===== src/hw/rtl/mcc_pkg.sv =====
// shared types and constants for the minimum coin change block
// no dependencies
package mcc_pkg;

    localparam int AMT_W     = 10;
    localparam int CNT_W     = 10;
    localparam int COIN_W    = 10;
    localparam int COIN_REGS = 6;
    localparam int MAX_COINS = 6;
    localparam int NUM_W     = 3;
    localparam int IDX_W     = 3;
    localparam int DEPTH     = 1 << AMT_W;

    localparam logic [IDX_W-1:0] REG_COUNT  = 3'd0;
    localparam logic [IDX_W-1:0] REG_COIN_0 = 3'd1;
    localparam logic [IDX_W-1:0] REG_COIN_5 = 3'd6;

    localparam logic [NUM_W-1:0] COINS_USABLE = NUM_W'(MAX_COINS < COIN_REGS ?
                                                       MAX_COINS : COIN_REGS);

    typedef logic [COIN_W-1:0] t_coin;

    typedef struct packed {
        logic [NUM_W-1:0]      count;
        t_coin [COIN_REGS-1:0] coin;
    } t_cfg;

    typedef struct packed {
        logic             vld;
        logic [CNT_W-1:0] cnt;
    } t_entry;

endpackage


===== src/hw/rtl/mcc_cfg.sv =====
// configuration registers: coin count and six coin denominations
// depends on mcc_pkg
module mcc_cfg (
    input  logic                 i_clk,
    input  logic                 i_rst_n,
    input  logic                 i_cfg_we,
    input  logic [2:0]           i_cfg_idx,
    input  logic [9:0]           i_cfg_wdata,
    output mcc_pkg::t_cfg        o_cfg
);
    import mcc_pkg::*;

    t_cfg r_cfg;
    logic [IDX_W-1:0] coin_sel;

    assign coin_sel = i_cfg_idx - REG_COIN_0;

    always_ff @(posedge i_clk) begin
        if (!i_rst_n) begin
            r_cfg.count   <= NUM_W'(5);
            r_cfg.coin[0] <= COIN_W'(5);
            r_cfg.coin[1] <= COIN_W'(10);
            r_cfg.coin[2] <= COIN_W'(25);
            r_cfg.coin[3] <= COIN_W'(50);
            r_cfg.coin[4] <= COIN_W'(100);
            r_cfg.coin[5] <= COIN_W'(1);
        end else if (i_cfg_we) begin
            if (i_cfg_idx == REG_COUNT) begin
                r_cfg.count <= i_cfg_wdata[NUM_W-1:0];
            end else if (i_cfg_idx <= REG_COIN_5) begin
                r_cfg.coin[coin_sel] <= i_cfg_wdata[COIN_W-1:0];
            end
        end
    end

    assign o_cfg = r_cfg;

endmodule


===== config.mk =====
export PLATFORM = sky130hd
export DESIGN_NAME = mcc_cfg
export DESIGN_NICKNAME = d
export VERILOG_FILES = /design/src/hw/rtl/mcc_pkg.sv /design/src/hw/rtl/mcc_cfg.sv
export SDC_FILE = /design/constraint.sdc
export NUM_CORES = 1
export LEC_CHECK = 0
export BUFFER_PORTS_ARGS = -buffer_cell sky130_fd_sc_hd__buf_2
export CORE_UTILIZATION = 35
export DETAILED_ROUTE_END_ITERATION = 10
export PLACE_DENSITY = 0.64
export REMOVE_ABC_BUFFERS = 1
export SYNTH_ARGS = -nofsm -noshare
export SYNTH_HDL_FRONTEND = slang
export SYNTH_SLANG_ARGS = --single-unit
export TNS_END_PERCENT = 50

===== constraint.sdc =====
create_clock -name i_clk -period 4.4 [get_ports i_clk]
set_clock_uncertainty 0.05 [all_clocks]
set_input_delay 0.44 -clock i_clk [delete_from_list [all_inputs] [get_ports i_clk]]
set_output_delay 0.44 -clock i_clk [all_outputs]
set_load 0.02 [all_outputs]

==> load_flow_metrics.sql <==
INSERT INTO impl_metrics (metric_group, metric, value, unit) VALUES
('route', 'detail-route-antenna-nets', '0', ''),
('pwr', 'net-switching-power', '296', 'µW'),
('worst_setup_path', 'cell_with_the_largest_stage_delay_on_the_worst_path', 'or2_1', ''),
('run_status', 'status', 'finished clean', ''),
('route', 'detailedRoute.firstIterationViolations', '69', ''),
('sta', 'minimum_setup_slack_in_the_final_design', '2.28', 'ns'),
('synth', 'netlist_area', '0.00249', 'mm²'),
('route', 'per_cell_via_count_in_the_routed_design', '4.53', ''),
('global_route', 'largest_net_degree_at_the_start_of_global_routing', '56', ''),
('worst_setup_path', 'req_time_crit_path', '4.61', 'ns'),
('synth', 'synth_mux_area_frac', '0.225', ''),
('floorplanning', 'dieHeight', '86.3', 'µm'),
('cells_and_area', 'drive_gt1_frac', '0.313', ''),
('synth', 'yosysWarnings', '0', ''),
('worst_setup_path', 'timing.critical_path.slowest_cell_delay', '0.51', 'ns'),
('worst_setup_path', 'worst-path-max-fanout', '10', ''),
('sta', 'finalHoldViolations', '0', ''),
('worst_setup_path', 'critPathCaptureType', 'flip-flop', ''),
('pwr', 'power.static_leakage', '0.00146', 'µW'),
('synth', 'post_synth.cell_area_avg', '10.3', 'µm²'),
('clock_network', 'clock_sink_count', '63', ''),
('global_route', 'grt_pass1_wl', '8790', 'µm'),
('clock_network', 'cts_made_buffers', '9', ''),
('route', 'vias', '1897', ''),
('worst_setup_path', 'worst-endpoint-arrival', '2.34', 'ns'),
('place', 'gpl.final_weighted_congestion', '0.773', ''),
('floorplanning', 'io_pins', '79', ''),
('clock_network', 'source_to_sink_clock_delay_at_the_later_pin_of_the_worst_skew_pair', '0.34', 'ns'),
('synth', 'synth_top_cells_by_area', 'dfxtp_1, mux2i_1, nand2_1, nor2b_1, nand4_4', ''),
('floorplanning', 'fp-row-count', '30', ''),
('floorplanning', 'floorplan.initialDensity', '0.364', ''),
('place', 'placed_area', '0.00294', 'mm²'),
('synth', 'post_synth_and_or_nand_nor_area_fraction', '0.182', ''),
('floorplanning', 'core_area', '0.00683', 'mm²'),
('pwr', 'pwr-share-comb', '0.093', ''),
('route', 'drt_pass1_iterations', '4', ''),
('global_route', 'number_of_antenna_violations_at_the_first_check_in_global_routing', '0', ''),
('cells_and_area', 'multi_input_comb_area', '0.00114', 'mm²'),
('clock_network', 'h-tree-depth', '3', ''),
('cells_and_area', 'n_antenna_cell', '0', ''),
('synth', 'adder_cell_share_of_the_synthesized_area', '0.0151', ''),
('clock_network', 'cts_tree', 'built', ''),
('place', 'place.port_buffers', '78', ''),
('clock_network', 'cts.repair.resized', '0', ''),
('synth', 'combinational_family_with_the_most_area_after_synthesis', 'multiplexers', ''),
('cells_and_area', 'largest_reg_flops', '63', ''),
('cells_and_area', 'syn2layout_area_growth', '26.0', '%'),
('sta', 'rsz0062_at_grt', 'false', ''),
('pwr', 'sequential_share_of_power', '0.496', ''),
('sta', 'max_freq', '471', 'MHz'),
('synth', 'synth_ff_type', 'dfxtp_1', ''),
('sta', 'slew_headroom', '0.366', ''),
('synth', 'synth_edf_count', '0', ''),
('place', 'detailedPlacementHpwl', '3770', 'µm'),
('synth', 'synth_top_area_cell', 'dfxtp_1', ''),
('synth', 'synth.yosys.seq_area_share', '0.507', ''),
('sta', 'setup_viol', '0', ''),
('flow_run', 'cap_violations', '0', ''),
('synth', 'async_set_or_reset_register_ratio_after_synthesis', '0', ''),
('cells_and_area', 'fin_nets', '337', ''),
('floorplanning', 'die-area', '0.00745', 'mm²'),
('sta', 'worst_pin_slew', '0.952', 'ns'),
('floorplanning', 'die_x', '86.3', 'µm'),
('sta', 'period_minus_slack', '2.12', 'ns'),
('sta', 'period_share', '0.483', ''),
('synth', 'yosysMostFrequentCell', 'dfxtp_1', ''),
('clock_network', 'post-cts-setup-buffers', '0', ''),
('sta', 'slew_violations', '0', ''),
('global_route', 'first_global_vias', '1752', ''),
('sta', 'setup_total_negative_slack', '0', 'ns'),
('synth', 'netlist_top_cells_count', 'dfxtp_1, nand2_1, mux2i_1', '');
## final timing paths
kind,startpoint,end,slack [ns],cells past startpoint
min,i_cfg_wdata[3],o_cfg[23]$_SDFFE_PN1P_,0.33,3
max,i_cfg_idx[0],o_cfg[6]$_SDFFE_PN0P_,2.28,7
min reg2reg,o_cfg[49]$_SDFFE_PN0P_,o_cfg[49]$_SDFFE_PN0P_,0.41,2
max reg2reg,o_cfg[46]$_SDFFE_PN1P_,o_cfg[46]$_SDFFE_PN1P_,3.66,2
## routing by layer
layer  part of all wire  global-route usage  up-vias
met5                  0                   0        -
met3              0.066              0.0571        9
met1               0.48               0.200      871
met4              0.017              0.0818        0
met2               0.44               0.242       56
li1                   -                   -      961
## cells by family (layout without fill, tap and decap cells)
| logic type | Yosys count | count (layout) |
|---|---|---|
| AO/OA/AOI/OAI | 12 | 12 |
| XOR/XNOR | 1 | 1 |
| adder cells (fa/ha/maj) | 3 | 3 |
| buffers and inverters | 19 | 101 |
| flip-flops | 63 | 63 |
| multiplexers | 56 | 56 |
| AND/OR/NAND/NOR | 87 | 87 |
## power groups by stage
stage / Sequential (µW) / Combinational, µW / Clock [µW]
global route: 592 / 121 / 533
floorplan: 621 / 48.7 / 0
global placement: 604 / 110 / 0
finish: 591 / 111 / 490
detailed placement: 604 / 112 / 0
CTS: 591 / 113 / 503
## stage by stage
step	cells	hold slack [ns]	total power (µW)	utilization
floorplan	228	0.479	670	-
global placement	403	0.392	714	0.431
detailed placement	403	0.393	716	0.431
CTS	419	0.319	1210	0.459
global route	419	0.336	1250	0.459
finish	419	0.329	1190	0.459
## cell type report
type / count / area share
Clock buffer: 12 / 0.0463
Clock inverter: 4 / 0.0144
Inverter: 6 / 0.00719
Multi-Input combinational cell: 159 / 0.364
Sequential cell: 63 / 0.403
Tap cell: 96 / 0.0383
Timing Repair Buffer: 79 / 0.127
## critical path: cells and delay by family
family	cells	cell delay (ns)
AND/OR/NAND/NOR	2	0.82
XOR/XNOR	1	0.34
buffers and inverters	2	0.28
multiplexers	1	0.25
adder cells (fa/ha/maj)	1	0.20
## placed cells by master, fill, tap and decap left out, types with 2 or more instances in the layout
cell type,netlist,layout
o311ai_0,3,3
o21ai_0,5,5
nand4_4,2,2
nand2_1,58,58
clkbuf_1,9,2
nor2b_1,15,15
clkinv_2,0,3
ha_1,3,3
clkbuf_8,0,10
dfxtp_1,63,63
buf_2,2,78
o211ai_1,4,4
nand3b_1,2,2
inv_1,6,6
or3_1,2,2
mux2i_1,56,56
nor2_4,3,3
No activity file was read; power rests on OpenSTA's default activity.
